===== src/design/rgpg_pkg.sv =====
// Shared constants, types and arithmetic steps of the radial gradient pixel generator.
`timescale 1ns / 1ps
package rgpg_pkg;

  // Pixel coordinate format
  localparam int COORD_BITS = 12;
  localparam int FRAC_BITS  = 4;
  localparam int POS_W      = COORD_BITS + FRAC_BITS;

  // Center and radius registers, Q12.4
  localparam int CTR_W = 16;
  localparam int RAD_W = 16;

  // |pixel - center| needs one bit above the wider of position and center magnitude
  localparam int DIFF_W = ((POS_W > CTR_W - 1) ? POS_W : CTR_W - 1) + 1;
  localparam int SQ_W   = 2 * DIFF_W;
  localparam int D2_W   = SQ_W + 1;

  // Square root of d2 * 2^32 on the in-range path, d2 < r*r < 2^32
  localparam int RAD2_W     = 2 * RAD_W;
  localparam int ROOT_W     = 32;
  localparam int REM_W      = ROOT_W + 4;
  localparam int SQ_STAGES  = 16;
  localparam int DIV_STAGES = 8;

  // Interpolation weight, Q0.16 with one meaning 65536
  localparam int T_W = 17;
  localparam logic [T_W-1:0] T_ONE = 17'h10000;

  localparam int COLOR_W = 32;

  // Configuration register indexes
  localparam int CFG_IDX_W = 3;
  localparam logic [CFG_IDX_W-1:0] CFG_INNER_COLOR = 3'd0;
  localparam logic [CFG_IDX_W-1:0] CFG_OUTER_COLOR = 3'd1;
  localparam logic [CFG_IDX_W-1:0] CFG_CENTER_X    = 3'd2;
  localparam logic [CFG_IDX_W-1:0] CFG_CENTER_Y    = 3'd3;
  localparam logic [CFG_IDX_W-1:0] CFG_RADIUS_LEN  = 3'd4;

  // Item entering the root / divide pipeline
  typedef struct packed {
    logic              sat;
    logic [RAD2_W-1:0] d2;
  } root_in_t;

  // One restoring square root step: returns {remainder, root}
  function automatic logic [REM_W+ROOT_W-1:0] sqrt_step(input logic [REM_W-1:0]  rem,
                                                        input logic [ROOT_W-1:0] root,
                                                        input logic [1:0]        pair);
    logic [REM_W-1:0] sh;
    logic [REM_W-1:0] trial;
    sh    = {rem[REM_W-3:0], pair};
    trial = {2'b00, root, 2'b01};
    if (sh >= trial) begin
      return {sh - trial, root[ROOT_W-2:0], 1'b1};
    end else begin
      return {sh, root[ROOT_W-2:0], 1'b0};
    end
  endfunction

  // One restoring division step: returns {remainder, quotient bit}
  function automatic logic [RAD_W:0] div_step(input logic [RAD_W-1:0] rem,
                                              input logic [RAD_W-1:0] rad,
                                              input logic             nbit);
    logic [RAD_W:0] sh;
    logic [RAD_W:0] diff;
    sh   = {rem, nbit};
    diff = sh - {1'b0, rad};
    if (sh >= {1'b0, rad}) begin
      return {diff[RAD_W-1:0], 1'b1};
    end else begin
      return {sh[RAD_W-1:0], 1'b0};
    end
  endfunction

endpackage


===== src/design/rgpg_root.sv =====
// Pipelined square root of d2*2^32 followed by division by the radius, giving t.
`timescale 1ns / 1ps
module rgpg_root (
  input  logic                           clk,
  input  logic                           rst_n,
  input  logic                           in_valid,
  input  rgpg_pkg::root_in_t             in_data,
  output logic                           up_ready,
  input  logic [rgpg_pkg::RAD_W-1:0]     radius,
  output logic                           out_valid,
  output logic [rgpg_pkg::T_W-1:0]       out_t,
  input  logic                           dn_ready
);

  localparam int NSQ  = rgpg_pkg::SQ_STAGES;
  localparam int NDV  = rgpg_pkg::DIV_STAGES;
  localparam int NALL = NSQ + NDV;

  // Root stages: two bits of the root per stage
  logic                            sq_v_r    [1:NSQ];
  logic                            sq_sat_r  [1:NSQ];
  logic [rgpg_pkg::RAD2_W-1:0]     sq_d2_r   [1:NSQ];
  logic [rgpg_pkg::REM_W-1:0]      sq_rem_r  [1:NSQ];
  logic [rgpg_pkg::ROOT_W-1:0]     sq_root_r [1:NSQ];

  // Divide stages: two quotient bits per stage
  logic                            dv_v_r    [1:NDV];
  logic                            dv_sat_r  [1:NDV];
  logic [rgpg_pkg::RAD_W-1:0]      dv_rem_r  [1:NDV];
  logic [rgpg_pkg::RAD_W-1:0]      dv_low_r  [1:NDV];
  logic [rgpg_pkg::RAD_W-1:0]      dv_q_r    [1:NDV];

  // Load enables, collapsing bubbles; index NALL+1 is the consumer
  logic en [1:NALL+1];

  assign en[NALL+1] = dn_ready;

  genvar k;
  generate
    for (k = 1; k <= NSQ; k++) begin : g_sq_en
      assign en[k] = !sq_v_r[k] || en[k+1];
    end
    for (k = 1; k <= NDV; k++) begin : g_dv_en
      assign en[NSQ+k] = !dv_v_r[k] || en[NSQ+k+1];
    end
  endgenerate

  assign up_ready = en[1];

  // Square root stages
  generate
    for (k = 1; k <= NSQ; k++) begin : g_sq
      logic                            p_v;
      logic                            p_sat;
      logic [rgpg_pkg::RAD2_W-1:0]     p_d2;
      logic [rgpg_pkg::REM_W-1:0]      p_rem;
      logic [rgpg_pkg::ROOT_W-1:0]     p_root;
      logic [1:0]                      pair_hi;
      logic [1:0]                      pair_lo;
      logic [rgpg_pkg::REM_W+rgpg_pkg::ROOT_W-1:0] s1;
      logic [rgpg_pkg::REM_W+rgpg_pkg::ROOT_W-1:0] s2;

      if (k == 1) begin : g_first
        assign p_v    = in_valid;
        assign p_sat  = in_data.sat;
        assign p_d2   = in_data.d2;
        assign p_rem  = '0;
        assign p_root = '0;
      end else begin : g_next
        assign p_v    = sq_v_r[k-1];
        assign p_sat  = sq_sat_r[k-1];
        assign p_d2   = sq_d2_r[k-1];
        assign p_rem  = sq_rem_r[k-1];
        assign p_root = sq_root_r[k-1];
      end

      // Radicand is {d2, 32 zero bits}; only the first eight stages see d2 bits
      if (k <= NSQ / 2) begin : g_pairs
        assign pair_hi = p_d2[rgpg_pkg::RAD2_W-1-4*(k-1) -: 2];
        assign pair_lo = p_d2[rgpg_pkg::RAD2_W-3-4*(k-1) -: 2];
      end else begin : g_zero
        assign pair_hi = 2'b00;
        assign pair_lo = 2'b00;
      end

      assign s1 = rgpg_pkg::sqrt_step(p_rem, p_root, pair_hi);
      assign s2 = rgpg_pkg::sqrt_step(s1[rgpg_pkg::REM_W+rgpg_pkg::ROOT_W-1 -: rgpg_pkg::REM_W],
                                      s1[rgpg_pkg::ROOT_W-1:0], pair_lo);

      always_ff @(posedge clk) begin
        if (!rst_n) begin
          sq_v_r[k] <= 1'b0;
        end else if (en[k]) begin
          sq_v_r[k] <= p_v;
        end
      end

      always_ff @(posedge clk) begin
        if (en[k]) begin
          sq_sat_r[k]  <= p_sat;
          sq_d2_r[k]   <= p_d2;
          sq_rem_r[k]  <= s2[rgpg_pkg::REM_W+rgpg_pkg::ROOT_W-1 -: rgpg_pkg::REM_W];
          sq_root_r[k] <= s2[rgpg_pkg::ROOT_W-1:0];
        end
      end
    end
  endgenerate

  // Divide stages: root / radius; the high half of the root is below the radius
  generate
    for (k = 1; k <= NDV; k++) begin : g_dv
      logic                        p_v;
      logic                        p_sat;
      logic [rgpg_pkg::RAD_W-1:0]  p_rem;
      logic [rgpg_pkg::RAD_W-1:0]  p_low;
      logic [rgpg_pkg::RAD_W-1:0]  p_q;
      logic [rgpg_pkg::RAD_W:0]    d1;
      logic [rgpg_pkg::RAD_W:0]    d2;

      if (k == 1) begin : g_first
        assign p_v   = sq_v_r[NSQ];
        assign p_sat = sq_sat_r[NSQ];
        assign p_rem = sq_root_r[NSQ][rgpg_pkg::ROOT_W-1 -: rgpg_pkg::RAD_W];
        assign p_low = sq_root_r[NSQ][rgpg_pkg::RAD_W-1:0];
        assign p_q   = '0;
      end else begin : g_next
        assign p_v   = dv_v_r[k-1];
        assign p_sat = dv_sat_r[k-1];
        assign p_rem = dv_rem_r[k-1];
        assign p_low = dv_low_r[k-1];
        assign p_q   = dv_q_r[k-1];
      end

      assign d1 = rgpg_pkg::div_step(p_rem, radius, p_low[rgpg_pkg::RAD_W-1]);
      assign d2 = rgpg_pkg::div_step(d1[rgpg_pkg::RAD_W:1], radius, p_low[rgpg_pkg::RAD_W-2]);

      always_ff @(posedge clk) begin
        if (!rst_n) begin
          dv_v_r[k] <= 1'b0;
        end else if (en[NSQ+k]) begin
          dv_v_r[k] <= p_v;
        end
      end

      always_ff @(posedge clk) begin
        if (en[NSQ+k]) begin
          dv_sat_r[k] <= p_sat;
          dv_rem_r[k] <= d2[rgpg_pkg::RAD_W:1];
          dv_low_r[k] <= {p_low[rgpg_pkg::RAD_W-3:0], 2'b00};
          dv_q_r[k]   <= {p_q[rgpg_pkg::RAD_W-3:0], d1[0], d2[0]};
        end
      end
    end
  endgenerate

  // Out-of-range pixels take the full outer weight
  assign out_valid = dv_v_r[NDV];
  assign out_t     = dv_sat_r[NDV] ? rgpg_pkg::T_ONE : {1'b0, dv_q_r[NDV]};

endmodule


===== config.mk =====
export PLATFORM = sky130hd
export DESIGN_NAME = rgpg_root
export DESIGN_NICKNAME = d
export VERILOG_FILES = /design/src/design/rgpg_pkg.sv /design/src/design/rgpg_root.sv
export SDC_FILE = /design/constraint.sdc
export NUM_CORES = 2
export LEC_CHECK = 0
export BUFFER_PORTS_ARGS = -buffer_cell sky130_fd_sc_hd__buf_2
export CAP_MARGIN = 10
export CORE_ASPECT_RATIO = 1.75
export CORE_MARGIN = 2
export CORE_UTILIZATION = 45
export CTS_CLUSTER_DIAMETER = 30
export DETAILED_ROUTE_END_ITERATION = 8
export PLACE_DENSITY = 0.68
export SYNTH_ARGS = -nofsm -noshare
export SYNTH_HDL_FRONTEND = slang
export SYNTH_SLANG_ARGS = --single-unit

===== constraint.sdc =====
create_clock -name clk -period 7.2 [get_ports clk]
set_input_delay 0.36 -clock clk [delete_from_list [all_inputs] [get_ports clk]]
set_output_delay 0.36 -clock clk [all_outputs]
set_load 0.005 [all_outputs]

# Word-level counts from Yosys, hierarchy flattened
# Memories as Yosys holds them, arrays and structs flattened.
# Index checks and enable logic that the tools add are counted.
# totals
out_inout_bits	19
n_memories	10
ff_bits	0
in_bits	53
elab_cells	348
mem_bits_rw	2016
# mem_list
memory	depth	width	read_ports	rd_clocked_by_memory_dff	wr	line	rtl
sq_rem_r	16	36	15	0	16	rgpg_root.sv:23	logic [rgpg_pkg::REM_W-1:0] sq_rem_r [1:NSQ];
sq_d2_r	16	32	15	0	16	rgpg_root.sv:22	logic [rgpg_pkg::RAD2_W-1:0] sq_d2_r [1:NSQ];
sq_root_r	16	32	16	0	16	rgpg_root.sv:24	logic [rgpg_pkg::ROOT_W-1:0] sq_root_r [1:NSQ];
dv_q_r	8	16	8	0	8	rgpg_root.sv:31	logic [rgpg_pkg::RAD_W-1:0] dv_q_r [1:NDV];
dv_rem_r	8	16	7	0	8	rgpg_root.sv:29	logic [rgpg_pkg::RAD_W-1:0] dv_rem_r [1:NDV];
dv_low_r	8	14	7	0	8	rgpg_root.sv:30	logic [rgpg_pkg::RAD_W-1:0] dv_low_r [1:NDV];
4 more memories	--	--	--	--	--	--	
# classes
n_lt_le_gt_ge	48
n_mux	170
n_addsub	48
n_bitwise	24
reduce_logical	48
# ops
cell	count
greater-or-equal comparator 36 x 34 -> 1 bit	31
two-way mux 68 bit	16
two-way mux 66 bit	16
subtractor 36 x 34 -> 36 bit	16
subtractor 34 bit	15
two-way mux 17 bit	17
greater-or-equal comparator 17 x 16 -> 1 bit	16
subtractor 16 bit	16
two-way mux 1 bit	121
zero test 1 bit	24
logical OR 1 bit	24
bitwise OR 1 bit	24
subtractor 2 x 1 -> 3 bit (second input constant)	1
greater-or-equal comparator 2 x 1 -> 1 bit (second input constant)	1

# Longest topological paths before layout
# An unclocked memory read counts as a cell.
# depth
depth_word	30
ltp_mapped	30
ltp_nobuf	29

# Worst setup path before layout
# OpenSTA, ideal clock, no wires.
# synth_timing
path_type	input to register
start	input port radius[1] (netlist bit)
end	register dv_rem_r[0][71] (netlist name)
required_ps	6940
path_buffers	2
path_slack_ps	-686
stages	26
t_arrival_ps	7626
setup_ps	260
path_cell_list	inv_1 ha_1 nor2b_1 o21a_1 o21ai_0 a31oi_1 o31a_1 o41ai_1 o2111a_1 nor3b_1 nor2_1 clkbuf_1 mux2_2 ha_1 o21ai_0 a21oi_1 o21ai_0 a21boi_0 o21ai_0 a21oi_1 o41ai_1 o21ai_0 and2_1 nor4_1 clkbuf_1 mux2_2
# synth_rtl
element	line	rtl
start, declared	rgpg_root.sv:9	input logic [rgpg_pkg::RAD_W-1:0] radius,

==> results.md <==
- Run status: finished, final reports clean
- CTS Buf Count: 194
- CP Capture Type: flip-flop
- Vias post-DR: 72,500
- Sink Count: 1,152
- Initial DRT Pass Iterations: 6
- Critical R2R Capture: sq_rem_r[0][518]
- Crit. Startpoint: sq_rem_r[0][469]
- WL final: 274,000 um
- Die height: 591 um
- Fill count: 17,900
- Largest buffer count on any clock path: 4
- Max-slew headroom: 23.8%
- Number of H-tree levels: 4
- Post-synth EDFFs: 1,152
- Final hold vios: 0
- I/O Pins: 72
- Row count: 215
- Top-area cell type share of the netlist area: 39.0%
- Setup_tns: 0 ns
- Worst R2R Setup Slack: 0.38 ns
- Worst Path Required: 7.77 ns
- Final non-filler cell area: 100,000 um^2
- Total GRT Usage: 26.5%
- Slew @ Worst Pin: 1.14 ns
- DRC: 0
- Synth Register Bits: 1,152
- Internal Pwr Total: 23.2 mW
- First-pass GRT wire length: 414,000 um
- Die width: 340 um
- Slew Limit Fails: 0
- Post-DP Area: 93,400 um^2
- P_sw: 15.0 mW
- Share of layout cells above drive strength 1: 10.7%
- Top post-synthesis cells by area: edfxtp_1 39%, ha_1 11%, xnor2_1 5.7%, a21oi_1 3.8%, nor2_1 3.3%
- Mean Syn Cell Area: 9.60 um^2
- Nets@finish: 10,400
- Sequential Power Share: 29.2%
- Root buffer cell: clkbuf_16
- Area delta synth->final: 13.2%
- RSZ-0062 raised after global routing: no
- Largest net degree at the start of global routing: 66
- Worst r2r src: sq_rem_r[0][469]
- Worst path arrival time: 7.39 ns
- Fin crit share: 94.7%
- Yosys warnings: 0
- Post-Syn Instances: 9,238
- Global route overflow: 0
- Vias in the first global route: 74,100
- Post-Syn Area: 88,700 um^2
- Layout Skew: 0.0644 ns
- Gpl congestion: 0.954
- Clock latency on the worst-skew pair: 0.86 ns
- DR iter-0 viols: 4,426
- Sw Share: 39.3%
- Clock share of power: 24.0%
- CTS tree: built
- Post-DP HPWL: 219,000 um
- Hold_sp: in_valid
- Number of nets with antenna violations after routing: 0
- Pwr Density: 381 nW/um^2
- Leak: 41.5 nW
- CP max FO: 35
- Critical Path Source Type: flip-flop
- Unique masters post-synth: 103
- DIE AREA: 201,000 um^2
- Fmax: 147 MHz
- Max Cap Viol: 0
- WL per Instance: 22.2 um
- Worst reg-to-reg path cell count: 26
- Synth async-reset ratio: 0%
- CP Class: reg2reg
- Worst min path class: in2reg
- Synth Flop Type: edfxtp_1
- Yosys top cell by area: edfxtp_1
- Maximum VDD drop: 0.273 mV
- Post-layout min period: 6.82 ns
- Combinational power share: 46.8%
- Worst setup path endpoint: sq_rem_r[0][518]
- PortBufs: 71
- Initial Util: 45.3%
- Via density: 5.88
- CTS clk-pin slew, worst paths: 0.05 ns
- Setup violations, final: 0
- Share of the yosys chip area belonging to registers: 39.0%
- Total core area: 196,000 um^2
- Initial antenna violation count: 3
-- synthesized netlist by cell type, types with 187 or more instances --
cell type and number:
a21oi_1 671, a21o_1 264, o21ai_0 531, nand2_1 728, mux2_2 246, xor2_1 292
ha_1 775, nor3_1 217, inv_1 591, nor2_1 776, xnor2_1 573, edfxtp_1 1152
nand3_1 187
-- critical path, cell delays in order (launching register included) --
cell and delay, ns:
edfxtp_1 0.40, inv_1 0.12, ha_1 0.23, inv_1 0.08, fa_1 0.21, nor2b_1 0.07, o31a_1 0.26, o21ai_0 0.16
nand2b_1 0.18, a31oi_2 0.35, o211ai_1 0.15, buf_4 0.18, a21boi_4 0.33, buf_4 0.25, mux2_2 0.36, ha_1 0.20
or3_1 0.37, o31a_1 0.35, a41o_1 0.29, nand4_1 0.15, nand3_1 0.15, a31o_2 0.30, nor4_1 0.37, nor4bb_4 0.41
buf_12 0.23, inv_1 0.08, mux2_2 0.28
-- power by group through the flow --
stage | Clock, mW | Combinational, mW | Sequential [mW]
2_1_floorplan | 0 | 13.6 | 10.4
3_3_place_gp | 0 | 17.2 | 11.2
3_5_place_dp | 0 | 17.5 | 11.3
4_1_cts | 9.33 | 17.7 | 11.2
5_1_grt | 9.61 | 19.7 | 11.3
6_report | 9.17 | 17.9 | 11.2
-- registers in the layout (all words and copies together) (netlist names) --
signal     flops
sq_rem_r     487
sq_root_r    265
dv_rem_r     112
sq_d2_r      112
dv_q_r        72
dv_low_r      56
sq_sat_r      16
sq_v_r        16
dv_sat_r       8
dv_v_r         8
-- cells by family (layout without fill, tap and decap cells) --
kind of cell               Yosys count  in the layout  share of synthesized area (%)
AOI/OAI and AO/OA                 2340           2341                           16.9
xor gates and xnor gates           866            866                           8.56
and+or+nand+nor                   2979           2979                           16.9
other                                1              4                        0.00423
adders and majority gates          803            803                           11.6
DFF                               1152           1152                           39.0
buffers and inverters              809           1290                           3.49
muxes                              288            288                           3.60
-- area by class of cell --
class | instances | area, um^2 | share of cell area (%)
diodes | 1 | 2.50 | 0.00249
clock buffers | 206 | 4960 | 4.94
clock inverters | 143 | 1520 | 1.52
inverters | 600 | 2260 | 2.25
multi-input cells | 7280 | 51200 | 51.0
flip-flops and latches | 1152 | 34600 | 34.5
well taps | 2604 | 3260 | 3.25
repair buffers | 341 | 2560 | 2.55
-- cells in the final DEF, fill, tap and decap left out, types with 121 or more instances in the layout --
cell and instances:
edfxtp_1 1152, ha_1 775, nor2_1 774, nand2_1 723
a21oi_1 664, inv_1 585, xnor2_1 573, o21ai_0 525
xor2_1 292, a21o_1 264, mux2_2 246, buf_4 226
nor3_1 217, clkbuf_16 197, nand3_1 183, nand4_1 141
nor2b_1 132, o21a_1 124, nand2b_1 121
-- how the worst min path moves through the flow --
stage / endpoint / slack, ns / cells after the start
5_1_grt: sq_v_r[0][1] / 0.06 / 2
3_3_place_gp: dv_q_r[0][82] / 0.40 / 0
6_report: sq_v_r[0][1] / 0.08 / 2
3_5_place_dp: dv_low_r[0][14] / 0.40 / 0
2_1_floorplan: dv_low_r[0][110] / 0.40 / 0
4_1_cts: sq_v_r[0][1] / 0.03 / 2
-- routing by layer --
layer / GRT usage [%] / part of all wire, %
met1: 23.4 / 32
met2: 52.8 / 55
met3: 3.05 / 3.3
met4: 21.9 / 9.4
met5: 0 / 0.0084
-- through the flow --
| stage | total power, mW | cells | hold WS, ns | utilization, % | setup WS, ns |
|---|---|---|---|---|---|
| 3_5_place_dp | 28.8 | 11900 | 0.405 | 47.7 | 0.0108 |
| 2_1_floorplan | 24.0 | 9240 | 0.400 | - | 0.0659 |
| 5_1_grt | 40.6 | 12300 | 0.0568 | 51.3 | 0.00116 |
| 3_3_place_gp | 28.5 | 11900 | 0.400 | 47.7 | 0.0257 |
| 6_report | 38.2 | 12300 | 0.0819 | 51.3 | 0.379 |
| 4_1_cts | 38.2 | 12300 | 0.0343 | 51.2 | 0.0713 |
-- repair_timing --
item	4_1_cts	5_1_grt
buffers inserted	0	5
endpoints found under the setup margin	1	149
gates resized for setup	1	19
cloned	0	1
hold buffers	36	0
hold endpoints to repair	36	0
pin swaps	0	6
Note: power is estimated with default switching activity, not from simulation.
